<file path="src/hdl/dmvm_pkg.sv">
// ----------------------------------------------------------------------------
// Diagonal majority vote merger package
// Shared constants, the merge mode type and the window bit select helper.
// ----------------------------------------------------------------------------
`default_nettype none

package dmvm_pkg;

  localparam int SEQ_LEN_DEFAULT = 16;
  localparam int WIN_W           = 16;
  localparam int WIN_IDX_W       = $clog2(WIN_W);
  localparam int IDX_W           = 7;
  localparam int MODE_W          = 2;

  typedef enum logic [MODE_W-1:0] {
    MODE_MAJORITY       = 2'd0,
    MODE_FIRST          = 2'd1,
    MODE_LAST           = 2'd2,
    MODE_LAST_PER_FRAME = 2'd3
  } merge_mode_t;

  // Bits above the top of the window read as zero.
  function automatic logic vote_bit(input logic [WIN_W-1:0] win,
                                    input logic [IDX_W-1:0] j);
    logic result;
    result = 1'b0;
    if (j < IDX_W'(WIN_W)) begin
      result = win[j[WIN_IDX_W-1:0]];
    end
    return result;
  endfunction

endpackage

`default_nettype wire

</file>
<file path="src/hdl/dmvm_lane.sv">
// ----------------------------------------------------------------------------
// Diagonal vote lane
// Holds one running vote sum and shifts it one frame closer on each transaction.
// ----------------------------------------------------------------------------
`default_nettype none

module dmvm_lane #(
  parameter int CNT_W = 5
) (
  input  wire logic             clk,
  input  wire logic             rst,
  input  wire logic             en,
  input  wire logic             clear,
  input  wire logic [CNT_W-1:0] upstream,
  input  wire logic             vote,
  output logic      [CNT_W-1:0] sum
);

  logic [CNT_W-1:0] sum_next;

  always_comb begin
    sum_next = (clear ? '0 : upstream) + CNT_W'(vote);
  end

  always_ff @(posedge clk) begin
    if (rst) begin
      sum <= '0;
    end else if (en) begin
      sum <= sum_next;
    end
  end

endmodule

`default_nettype wire

</file>
<file path="src/hdl/dmvm_merge.sv">
// ----------------------------------------------------------------------------
// Decision merge stage
// Combines the lane sum, window bits and delayed last bit under the merge mode.
// ----------------------------------------------------------------------------
`default_nettype none

module dmvm_merge
  import dmvm_pkg::*;
#(
  parameter int SEQ_LEN = SEQ_LEN_DEFAULT,
  parameter int CNT_W   = $clog2(SEQ_LEN + 1)
) (
  input  wire logic             [WIN_W-1:0] win,
  input  wire logic             [WIN_W-1:0] first_win,
  input  wire logic             [CNT_W-1:0] frame_idx,
  input  wire logic             [CNT_W-1:0] pending,
  input  wire logic                         last_now,
  input  wire logic                         delayed,
  input  wire merge_mode_t                  mode,
  output logic                              decision
);

  logic [CNT_W:0] sum;
  logic [CNT_W:0] count;
  logic [CNT_W:0] idx_inc;
  logic           early;

  always_comb begin
    sum     = {1'b0, pending} + (CNT_W + 1)'(win[0]);
    idx_inc = {1'b0, frame_idx} + 1'b1;
    early   = idx_inc < (CNT_W + 1)'(SEQ_LEN);
    count   = early ? idx_inc : (CNT_W + 1)'(SEQ_LEN);
    case (mode)
      MODE_MAJORITY: begin
        decision = {sum, 1'b0} > {1'b0, count};
      end
      MODE_FIRST: begin
        decision = win[0];
      end
      MODE_LAST: begin
        decision = last_now;
      end
      MODE_LAST_PER_FRAME: begin
        decision = early ? vote_bit(first_win, IDX_W'(frame_idx)) : delayed;
      end
      default: begin
        decision = 1'b0;
      end
    endcase
  end

endmodule

`default_nettype wire

</file>
<file path="src/hdl/diagonal_majority_vote_merger_unit.sv">
// ----------------------------------------------------------------------------
// Diagonal majority vote merger
// A decision is valid in the cycle after its window transaction. Throughput:
// one window per cycle; the output register lets a new window in while it is
// taken or empty. Reset is synchronous and clears all vote state, the frame
// count and the stored first window; the merge mode returns to majority.
// ----------------------------------------------------------------------------
`default_nettype none

module diagonal_majority_vote_merger_unit
  import dmvm_pkg::*;
#(
  parameter int SEQ_LEN = SEQ_LEN_DEFAULT
) (
  input  wire logic             clk,
  input  wire logic             rst,
  input  wire logic             merge_mode_we,
  input  wire logic [MODE_W-1:0] merge_mode,
  input  wire logic             in_valid,
  output logic                  in_ready,
  input  wire logic [WIN_W-1:0] window_votes,
  input  wire logic             first_of_video,
  output logic                  out_valid,
  input  wire logic             out_ready,
  output logic                  frame_decision
);

  localparam int CNT_W = $clog2(SEQ_LEN + 1);
  localparam int LANES = (SEQ_LEN > 1) ? SEQ_LEN - 1 : 1;

  merge_mode_t      mode;
  logic             accept;
  logic             clear;
  logic [CNT_W-1:0] frames_seen;
  logic [CNT_W-1:0] frames_seen_next;
  logic [CNT_W-1:0] frame_idx;
  logic [WIN_W-1:0] first_window;
  logic [WIN_W-1:0] first_win;
  logic [LANES-1:0] last_bit_delay;
  logic [LANES-1:0] last_bit_delay_next;
  logic [CNT_W-1:0] lane_sum [LANES];
  logic [CNT_W-1:0] pending;
  logic             last_now;
  logic             delayed;
  logic             decision;

  assign in_ready = !out_valid || out_ready;
  assign accept   = in_valid && in_ready;
  assign clear    = first_of_video;

  assign frame_idx = clear ? '0 : frames_seen;
  assign first_win = clear ? window_votes : first_window;
  assign pending   = clear ? '0 : lane_sum[0];
  assign last_now  = vote_bit(window_votes, IDX_W'(SEQ_LEN - 1));
  assign delayed   = (SEQ_LEN >= 2) ? (!clear && last_bit_delay[LANES-1]) : last_now;

  assign frames_seen_next = (frame_idx < CNT_W'(SEQ_LEN)) ? frame_idx + 1'b1 : frame_idx;

  if (LANES > 1) begin : g_delay_line
    assign last_bit_delay_next = {(clear ? {(LANES - 1){1'b0}} : last_bit_delay[LANES-2:0]),
                                  last_now};
  end else begin : g_delay_bit
    assign last_bit_delay_next = last_now;
  end

  for (genvar k = 0; k < LANES; k++) begin : g_lane
    logic [CNT_W-1:0] upstream;
    logic             vote;
    if (k + 1 < LANES) begin : g_mid
      assign upstream = lane_sum[k+1];
    end else begin : g_end
      assign upstream = '0;
    end
    assign vote = (k + 1 < SEQ_LEN) ? vote_bit(window_votes, IDX_W'(k + 1)) : 1'b0;
    dmvm_lane #(
      .CNT_W(CNT_W)
    ) u_lane (
      .clk     (clk),
      .rst     (rst),
      .en      (accept),
      .clear   (clear),
      .upstream(upstream),
      .vote    (vote),
      .sum     (lane_sum[k])
    );
  end

  dmvm_merge #(
    .SEQ_LEN(SEQ_LEN),
    .CNT_W  (CNT_W)
  ) u_merge (
    .win      (window_votes),
    .first_win(first_win),
    .frame_idx(frame_idx),
    .pending  (pending),
    .last_now (last_now),
    .delayed  (delayed),
    .mode     (mode),
    .decision (decision)
  );

  always_ff @(posedge clk) begin
    if (rst) begin
      mode <= MODE_MAJORITY;
    end else if (merge_mode_we) begin
      mode <= merge_mode_t'(merge_mode);
    end
  end

  always_ff @(posedge clk) begin
    if (rst) begin
      frames_seen    <= '0;
      first_window   <= '0;
      last_bit_delay <= '0;
    end else if (accept) begin
      frames_seen    <= frames_seen_next;
      first_window   <= first_win;
      last_bit_delay <= last_bit_delay_next;
    end
  end

  always_ff @(posedge clk) begin
    if (rst) begin
      out_valid <= 1'b0;
    end else if (accept) begin
      out_valid <= 1'b1;
    end else if (out_ready) begin
      out_valid <= 1'b0;
    end
  end

  always_ff @(posedge clk) begin
    if (accept) begin
      frame_decision <= decision;
    end
  end

endmodule

`default_nettype wire
</file>
<file path="config.mk">
export PLATFORM = sky130hd
export DESIGN_NAME = diagonal_majority_vote_merger_unit
export DESIGN_NICKNAME = d
export VERILOG_FILES = /design/src/hdl/dmvm_pkg.sv /design/src/hdl/dmvm_lane.sv /design/src/hdl/dmvm_merge.sv /design/src/hdl/diagonal_majority_vote_merger_unit.sv
export SDC_FILE = /design/constraint.sdc
export NUM_CORES = 1
export LEC_CHECK = 0
export BUFFER_PORTS_ARGS = -buffer_cell sky130_fd_sc_hd__buf_4
export CAP_MARGIN = 25
export CORE_AREA = 5 5 98 100
export DETAILED_ROUTE_END_ITERATION = 8
export DIE_AREA = 0 0 103 105
export MAX_ROUTING_LAYER = met4
export PLACE_DENSITY = 0.81
export SLEW_MARGIN = 20
export SYNTH_ARGS = -nofsm -noshare
export SYNTH_HDL_FRONTEND = slang
export SYNTH_SLANG_ARGS = --single-unit
</file>
<file path="constraint.sdc">
create_clock -name clk -period 4.05 [get_ports clk]
set_input_delay 0.81 -clock clk [delete_from_list [all_inputs] [get_ports clk]]
set_output_delay 0.81 -clock clk [all_outputs]
set_load 0.1 [all_outputs]
</file>
**Word level (Yosys, flattened, before mapping)**

Index checks and enable logic that the tools add are counted.
W data, S select, Z words.

- Word-level logic and storage cells: 80
- Bits in registers: 111
- Bits of input ports: 24
- Output and inout port bits: 3

- Reduce and logical (&&, ||, !) cells: 7
- $add $sub $neg: 17
- Eq/ne operators: 3
- Mux-type cells: 27
- $lt $le $gt $ge: 5

Operators by type and width:

| kind | number |
|---|---|
| $mux W5 | 16 |
| $add A5 B1 Y5 | 14 |
| $mux W16 | 1 |
| $mux W14 | 1 |
| $lt A5 B5 Y1 const B | 2 |
| $gt A7 B6 Y1 | 1 |
| $add A5 B1 Y6 | 1 |
| $add A5 B1 Y6 const B | 1 |
| $lt A6 B5 Y1 const B | 1 |
| $mux W1 | 6 |
| $mux W6 | 1 |
| $add A5 B1 Y5 const B | 1 |
| $lt A4 B5 Y1 const B | 1 |
| $bmux W1 S4 | 1 |
| $eq A2 B2 Y1 const B | 2 |
| $pmux W1 S4 | 1 |
| $eq A2 B1 Y1 const B | 1 |
| $logic_and A1 B1 Y1 | 2 |
| $logic_not A1 Y1 | 2 |
| $logic_not A2 Y1 | 1 |
| $reduce_bool A2 Y1 | 1 |
| $logic_or A1 B1 Y1 | 1 |

**Logic depth before layout (Yosys ltp)**

Gate-level depths: netlist of run 1.

- Depth in word-level cells: 6
- Depth in mapped cells: 15
- Depth with buffers taken out: 12

**Modules after synthesis**

Synthesis of run 1 repeated with hierarchy kept, for this count alone.

- Cell total of the unflattened synthesis: 723
- Area, all modules: 6950.4 um2

Modules (own cells, without submodules):

| module | instances | area an instance (um2) | cells an instance | sequential area each (um2) |
|---|---|---|---|---|
| dmvm_lane | 15 | 315.3 | 31 | 100.1 |
| diagonal_majority_vote_merger_unit | 1 | 1774.2 | 207 | 810.8 |
| dmvm_merge | 1 | 446.7 | 51 | 0.0 |

**Least setup slack after synthesis of run 1**

OpenSTA, ideal clock, no wires.

- Kind: input to register
- Start point: input port first_of_video
- End point: register frame_decision (data pin)
- Data arrival time: 3.385 ns
- Path slack: 0.384 ns
- Cell stages on the path: 14
- Library setup time: 0.281 ns
- Cell sequence: buf_6 buf_2 clkbuf_1 nor2b_1 ha_1 nand3_1 ha_1 a31oi_1 nand2_1 ha_1 a21oi_1 o21ai_0 a2111oi_0 o32ai_2

- Cells in the longest elaborated chain, start to end: 6
- Elaborated cells between the ends (all ways): 16
- Those cells by class: add/sub (2); order compare (3); mux (9); reduce/logical (2)

Ends and longest elaborated chain:

| item | line | RTL |
|---|---|---|
| from (decl) | diagonal_majority_vote_merger_unit.sv:22 | `input wire logic first_of_video,` |
| $mux W5 or $mux W16 (tied branches) | diagonal_majority_vote_merger_unit.sv:51, diagonal_majority_vote_merger_unit.sv:52 |  |
| $add A5 B1 Y6 or $bmux W1 S4 (tied branches) | dmvm_merge.sv:30, dmvm_pkg.sv:28 |  |
| $lt A6 B5 Y1 or $mux W1 (tied branches) | dmvm_merge.sv:31, dmvm_pkg.sv:28 |  |
| $mux W6 or $mux W1 (tied branches) | dmvm_merge.sv:32, dmvm_pkg.sv:27 |  |
| $gt A7 B6 Y1 or $mux W1 (tied branches) | dmvm_merge.sv:35, dmvm_merge.sv:44 |  |
| $pmux W1 S4 * | dmvm_merge.sv:33 | `case (mode)` |
| named net decision | diagonal_majority_vote_merger_unit.sv:45 | `logic decision;` |
| to (signal assigned) | diagonal_majority_vote_merger_unit.sv:134 | `frame_decision <= decision;` |
| to (decl) | diagonal_majority_vote_merger_unit.sv:25 | `output logic frame_decision` |

The timed path passes the listed nets; every way through them passes the cells marked *. The select of a mux whose other input is x is not followed.
A chain may end at the register's enable or synchronous reset.

**Final worst setup path of run 1**

Same ends and word-level chain as after synthesis.

==> results_dict.tcl, run 1 <==
set metrics [dict create \
    ir_drop_mv 0.250 \
    numClockSinks 104 \
    netSwitchingPower_mw 0.501 \
    rsz0062_at_grt "no" \
    min_period_ns 3.46 \
    antenna_cells 0 \
    clk_pin_slew_ns 0.09 \
    post-dp-hpwl_um 7040 \
    routed_wl_um 10200 \
    grt_max_degree 104 \
    io_buffers 26 \
    fin_setup_tns_ns 0 \
    gp_congestion 0.831 \
    clockPowerShare_pct 35.1 \
    status "finished clean" \
    drive_gt1_share_pct 8.68 \
    first_pass_iters 4 \
    synth_top_family_by_area "simple AND/OR/NAND/NOR gates" \
    cp_common_cell "ha_1" \
    end_kind "register" \
    path_cells "buf_4 -> and2b_1 -> ha_1 -> nand3_1 -> ha_1 -> a31oi_1 -> nand2_1 -> ha_1 -> a21oi_1 -> o21ai_0 -> a2111oi_0 -> o32ai_2" \
    timing_hold_violations_final 0 \
    synthSimpleGateAreaFrac_pct 23.5 \
    worstSkewPairLatency_ns 0.36 \
    power_mw 2.00 \
    antenna_found_initial 0 \
    cpPeakStageDelay_ns 0.56 \
    cts_buffer_depth 2 \
    num_rows 34 \
    cp-start-kind "primary input" \
    io_pins 27 \
    final_cell_mix "nand2_1 (104), dfxtp_1 (103), a21oi_1 (68)" \
    synth_compound_area_share_pct 14.4 \
    hold_buffers 0 \
    routedWlPerCell_um 14.0 \
    nets 677 \
    fill_cells 743 \
    htree_levels 3 \
    crit_required_ns 4.14 \
    switching_share_pct 25.1 \
    die-height_um 105 \
    max_freq_ghz 0.289 \
    p_seq_share_pct 54.2 \
    initial_core_util_pct 59.4 \
    postCtsSetupBuffers 0 \
    grt_pass1_vias 3982 \
    synth_fa_ha_area_share_pct 8.57 \
    comb_power_share_pct 10.7 \
    post_cts_resized 0 \
    grt_remaining_overflow 0 \
    synth-seq-cells 104 \
    die_x_um 103 \
    cts_root_buf "clkbuf_8" \
    netlist_area_um2 5110 \
    drtIter0Drc 217 \
    whs_ns 0.454 \
    routed_via_density 5.63 \
    cap_violations 0 \
    hold_path.class "register to register" \
    critical_path_class "primary input to register" \
    layout-area-overhead-vs-synth_pct 8.28 \
    internal_power_mw 1.50 \
    crit_arrival_ns 3.55 \
    power_density_nw_per_um2 361 \
    grt_pass1_wl_um 17700 \
    leakagePower_nw 2.17 \
    cts_buffers 9 \
    die_area_um2 10800 \
    core_area_um2 8590 \
    seq_area_frac_synth_pct 41.0 \
    cts_tree "done" \
    skew_ns 0.00698 \
    yosysWarnings 0 \
    routed-via-count 4113 \
    syn-num-nets 672 \
    finalSetupViolCount 0 \
    syn_area_per_cell_um2 8.33 \
    drc_errors 0 \
    grt.total_usage_pct 20.3 \
    final_common_cell "nand2_1" \
    slew_headroom_pct 31.1 \
    min_period_over_period_pct 85.5 \
    synthMuxAreaShare_pct 2.33 \
    worst-slew-pin-transition_ns 1.03 \
    synth_xor_area_share_pct 6.17 \
    synth.distinct_cells 39 \
    syn_inst 613 \
    critPathMaxFanout 14 \
    slowest_stage "a2111oi_0" \
    slew_viol_final 0 \
    drtAntennaViolNets 0 \
]
==> synth_stat cells <==
master,number,area share (%)
o311ai_0,1,0.17
ha_1,35,8.6
o211ai_1,1,0.15
xnor2_1,35,6.0
and2_1,2,0.24
buf_4,3,0.44
inv_1,5,0.37
mux4_1,1,0.51
nand2_2,1,0.12
buf_2,14,1.4
clkbuf_1,19,1.4
nand2b_1,1,0.12
a22oi_1,23,3.4
buf_1,3,0.22
a311oi_1,1,0.17
o21ai_0,5,0.49
nand3_1,25,2.4
a211oi_1,15,2.2
nor3_1,1,0.098
dfxtp_1,103,40
a2111oi_0,2,0.34
edfxtp_1,1,0.59
nand3b_1,2,0.29
and2b_1,5,0.73
o32ai_2,1,0.32
nor2b_2,1,0.17
or4b_1,1,0.20
xor2_1,1,0.17
nor2_1,64,4.7
mux4_2,1,0.44
nand4_1,2,0.24
a31oi_1,4,0.49
inv_2,1,0.073
and3_1,13,1.6
mux2i_1,7,1.4
a21oi_1,68,6.7
nand2_1,104,7.6
nor2b_1,40,4.9
buf_6,1,0.22
==> per-stage QoR <==
stage / utilization [%] / setup WS [ns] / std cells / instance area (um2)
after floorplan: - / 0.384 / 613 / 5110
after global placement: 61.8 / 0.371 / 715 / 5310
after detailed placement: 61.8 / 0.247 / 715 / 5310
after CTS: 64.4 / 0.631 / 730 / 5530
after global routing: 64.4 / 0.331 / 730 / 5530
final: 64.4 / 0.587 / 730 / 5530
==> registers in the layout, indices dropped and copies added, names as in the netlist <==
register,count
mode,2
first_window,16
out_valid,1
g_lane.u_lane.sum,64
frames_seen,5
last_bit_delay,15
frame_decision,1
==> power by group through the flow <==
| stage | Clock, mW | Combinational [mW] | Sequential, mW |
|---|---|---|---|
| final | 0.702 | 0.214 | 1.08 |
| after global routing | 0.764 | 0.238 | 1.09 |
| after CTS | 0.718 | 0.215 | 1.08 |
| after detailed placement | 0 | 0.214 | 1.10 |
| after global placement | 0 | 0.209 | 1.10 |
| after floorplan | 0 | 0.148 | 1.11 |
==> area by class of cell <==
type,instances,area (um2),share of cell area (%)
multi-input cells,463,2810,50.8
inverters,6,22.5,0.407
flip-flops and latches,104,2090,37.8
repair buffers,34,255,4.61
well taps,108,135,2.44
clock inverters,5,81.3,1.47
clock buffers,10,138,2.49
==> path summary, 6_finish.rpt <==
path,startpoint,end,slack (ns),cells after the start
worst max-delay path,first_of_video,frame_decision,0.59,12
worst min-delay path,g_lane[0].u_lane.sum[0],g_lane[0].u_lane.sum[0],0.45,2
worst max register to register,frames_seen[1],frame_decision,0.65,11
worst min register to register,g_lane[0].u_lane.sum[0],g_lane[0].u_lane.sum[0],0.45,2
==> critical path, delay by kind of cell <==
| kind | cells | cell delay [ns] |
|---|---|---|
| AND/OR/NAND/NOR | 3 | 0.42 |
| buffers and inverters | 1 | 0.17 |
| adder cells (fa/ha/maj) | 3 | 0.88 |
| AO/OA/AOI/OAI | 5 | 1.26 |
==> cells by family (layout without fill, tap and decap cells) <==
family	after synthesis	after routing
multiplexers	9	9
buffers and inverters	46	55
XOR/XNOR	36	36
AO/OA/AOI/OAI	121	121
AND/OR/NAND/NOR	262	262
flip-flops	104	104
adder cells (fa/ha/maj)	35	35
==> per-layer routing <==
| metal | wire length [um] | up-vias | share of wire [%] | track usage (%) |
|---|---|---|---|---|
| met2 | 4920 | 80 | 48 | 32.2 |
| met1 | 4780 | 1931 | 47 | 26.1 |
| met3 | 436 | 9 | 4.3 | 4.40 |
| met5 | 0 | - | 0 | - |
| li1 | - | 2093 | - | - |
| met4 | 89 | 0 | 0.87 | 5.18 |
Power figures use the tool's default switching activity.
==> inputs of run 2 (changes only) <==
--- a/config.mk
+++ b/config.mk
@@ -5,11 +5,12 @@
 export SDC_FILE = /design/constraint.sdc
 export NUM_CORES = 1
 export LEC_CHECK = 0
+export ABC_AREA = 1
 export BUFFER_PORTS_ARGS = -buffer_cell sky130_fd_sc_hd__buf_4
 export CAP_MARGIN = 25
-export CORE_AREA = 5 5 98 100
+export CORE_AREA = 5 5 99 101
 export DETAILED_ROUTE_END_ITERATION = 8
-export DIE_AREA = 0 0 103 105
+export DIE_AREA = 0 0 104 106
 export MAX_ROUTING_LAYER = met4
 export PLACE_DENSITY = 0.81
 export SLEW_MARGIN = 20
==> results_dict.tcl, run 2 <==
set metrics [dict create \
    status "finished clean" \
    syn_inst 699 \
    synth.most_common_cell "nand2_1" \
    reg_top3 "g_lane.u_lane.sum: 64 flops, first_window: 16 flops, last_bit_delay: 15 flops" \
    die_area_um2 11000 \
    grt_pass1_vias 4405 \
    antenna_cells 0 \
    io_buffers 26 \
    yosysTopAreaCellShare_pct 39.5 \
    htree_levels 3 \
    layout-area-overhead-vs-synth_pct 7.19 \
    comb_power_share_pct 15.2 \
    synthSimpleGateAreaFrac_pct 18.3 \
    post-dp-hpwl_um 7760 \
    die_x_um 104 \
    ff2ff_path_depth 17 \
    num_rows 35 \
    worst-slew-pin-transition_ns 0.806 \
    yosysWarnings 0 \
    leakagePower_nw 2.29 \
    initial_core_util_pct 58.4 \
    post_cts_resized 0 \
    cts_buffers 9 \
    synth_edf_count 1 \
    grt_pass1_wl_um 19700 \
    cp-startpoint "first_of_video" \
    fin_setup_tns_ns 0 \
    io_pins 27 \
    routed_wl_um 11400 \
    antenna_found_initial 0 \
    cts_buffer_depth 2 \
    switching_share_pct 29.9 \
    drive_gt1_share_pct 7.94 \
    clockPowerShare_pct 30.6 \
    largest_register "g_lane.u_lane.sum" \
    synth-main-ff-cell "dfxtp_1" \
    drc_errors 0 \
    syn-num-nets 758 \
    path_delay_family "adder cells" \
    final_common_cell "nand2_1" \
    first_pass_iters 4 \
    p_seq_share_pct 54.2 \
    place_inst 800 \
    fill_cells 785 \
    die-height_um 106 \
    hold_path.class "register to register" \
    drtAntennaViolNets 0 \
    cts_tree "done" \
    synth_top_area_cell "dfxtp_1" \
    final_cells 816 \
    skew_ns 0.0148 \
    cp-start-kind "primary input" \
    min_period_over_period_pct 78.8 \
    routed-via-count 4473 \
    cpPeakStageDelay_ns 0.30 \
    cp_common_cell "nand2_1" \
    min_period_ns 3.19 \
    power_mw 2.06 \
    postSynth.asyncResetShare_pct 0 \
    syn_area_per_cell_um2 7.47 \
    critPathMaxFanout 27 \
    max_freq_ghz 0.314 \
    crit_required_ns 4.19 \
    synth.area.top_cells "dfxtp_1 (40%), ha_1 (8.4%), nand2_1 (7.8%), a21oi_1 (7.8%), o21ai_0 (6.3%)" \
    nets 759 \
    slew_headroom_pct 46.2 \
    postCtsSetupBuffers 0 \
    hold_buffers 0 \
    netlist_area_um2 5220 \
    rrSetupSlack_ns 1.05 \
    seq_area_frac_synth_pct 40.1 \
    routedWlPerCell_um 14.0 \
    cp_num_cells 19 \
    finalSetupViolCount 0 \
    critical_path_class "primary input to register" \
    slew_viol_final 0 \
    path_buf_inv 5 \
    routed_via_density 5.48 \
    drtIter0Drc 282 \
    timing_hold_violations_final 0 \
    numClockSinks 104 \
    synth_commonest_cells "nand2_1 (109), dfxtp_1 (103), a21oi_1 (81)" \
    power_density_nw_per_um2 368 \
    synth_fa_ha_area_share_pct 8.39 \
    clk_pin_slew_ns 0.11 \
    synth_compound_area_share_pct 18.4 \
    grt.total_usage_pct 21.7 \
    grt_max_degree 87 \
    gp_congestion 0.924 \
    endpoint "frame_decision" \
    netSwitchingPower_mw 0.616 \
    final_cell_mix "nand2_1 (108), dfxtp_1 (103), a21oi_1 (81)" \
    slowest_stage "ha_1" \
    worstSkewPairLatency_ns 0.37 \
    synth_top_family_by_area "compound AO/OA/AOI/OAI gates" \
    crit_arrival_ns 3.33 \
    synth-seq-cells 104 \
    cts_root_buf "clkbuf_8" \
    timing.rr.end "frame_decision" \
    synthMuxAreaShare_pct 0 \
    core_area_um2 8930 \
    cap_violations 0 \
    internal_power_mw 1.44 \
    end_kind "register" \
    ir_drop_mv 0.204 \
    rsz0062_at_grt "no" \
    synth.distinct_cells 30 \
    path_cells "buf_4 -> inv_2 -> nand2_1 -> inv_1 -> ha_1 -> nand3_1 -> ha_1 -> inv_1 -> o21ai_1 -> inv_1 -> nand3_1 -> ha_1 -> nand2_1 -> nor2_1 -> o21ai_0 -> a21oi_1 -> nand2_1 -> nand2_1 -> nand2_1" \
    synth_xor_area_share_pct 5.87 \
    reg2reg_from "frames_seen[0]" \
    largest_reg_flops 64 \
    grt_remaining_overflow 0 \
]
run 2: power by group through the flow:
stage | clock network, mW | registers [mW] | logic, mW
after global placement | 0 | 1.13 | 0.295
after CTS | 0.640 | 1.11 | 0.310
after floorplan | 0 | 1.14 | 0.219
after global routing | 0.683 | 1.12 | 0.353
after detailed placement | 0 | 1.14 | 0.307
final | 0.630 | 1.11 | 0.313
run 2: per-layer routing:
metal	wire, um	vias to the layer above	GRT usage, %
met5	0	-	-
met4	225	0	7.59
met3	540	25	3.83
met2	5540	114	36.3
met1	5090	2038	26.6
li1	-	2296	-
run 2: kinds of logic (layout without fill, tap and decap cells):
| kind of cell | after synthesis | after routing |
|---|---|---|
| adders and majority gates | 35 | 35 |
| DFF | 104 | 104 |
| xor gates and xnor gates | 35 | 35 |
| buffers and inverters | 115 | 121 |
| AOI/OAI and AO/OA | 176 | 176 |
| and+or+nand+nor | 234 | 234 |
run 2: cell type report:
class / instances / area, um2 / share of cell area [%]
Clock inverter: 6 / 51.3 / 0.917
Sequential cell: 104 / 2090 / 37.4
Inverter: 73 / 274 / 4.90
Timing Repair Buffer: 32 / 240 / 4.29
Multi-Input combinational cell: 480 / 2660 / 47.6
Clock buffer: 10 / 138 / 2.46
Tap cell: 111 / 139 / 2.48
run 2: worst min-delay path by stage:
stage | start | cells past startpoint | slack (ns) | endpoint
after floorplan | g_lane[0].u_lane.sum[0] | 2 | 0.43 | g_lane[0].u_lane.sum[0]
after global placement | last_bit_delay[0] | 2 | 0.44 | last_bit_delay[0]
after detailed placement | g_lane[11].u_lane.sum[1] | 2 | 0.45 | g_lane[11].u_lane.sum[1]
after CTS | g_lane[11].u_lane.sum[1] | 2 | 0.46 | g_lane[11].u_lane.sum[1]
after global routing | last_bit_delay[7] | 2 | 0.48 | last_bit_delay[7]
final | g_lane[7].u_lane.sum[0] | 2 | 0.46 | g_lane[7].u_lane.sum[0]
run 2: stage by stage:
step                setup WS [ns]  util [%]  cell area (um2)  hold WS [ns]
finish                      0.860      62.6             5590         0.458
global route                0.677      62.6             5590         0.482
CTS                         0.929      62.6             5590         0.459
detailed placement          0.519      60.5             5410         0.446
global placement            0.727      60.5             5410         0.438
floorplan                   0.972         -             5220         0.430
run 2: tightest hold or removal path: cells and delay by family, from the launching register on:
kind	cells	cell delay, ns
buf+inv	1	0.06
compound gates	1	0.06
flops	1	0.31
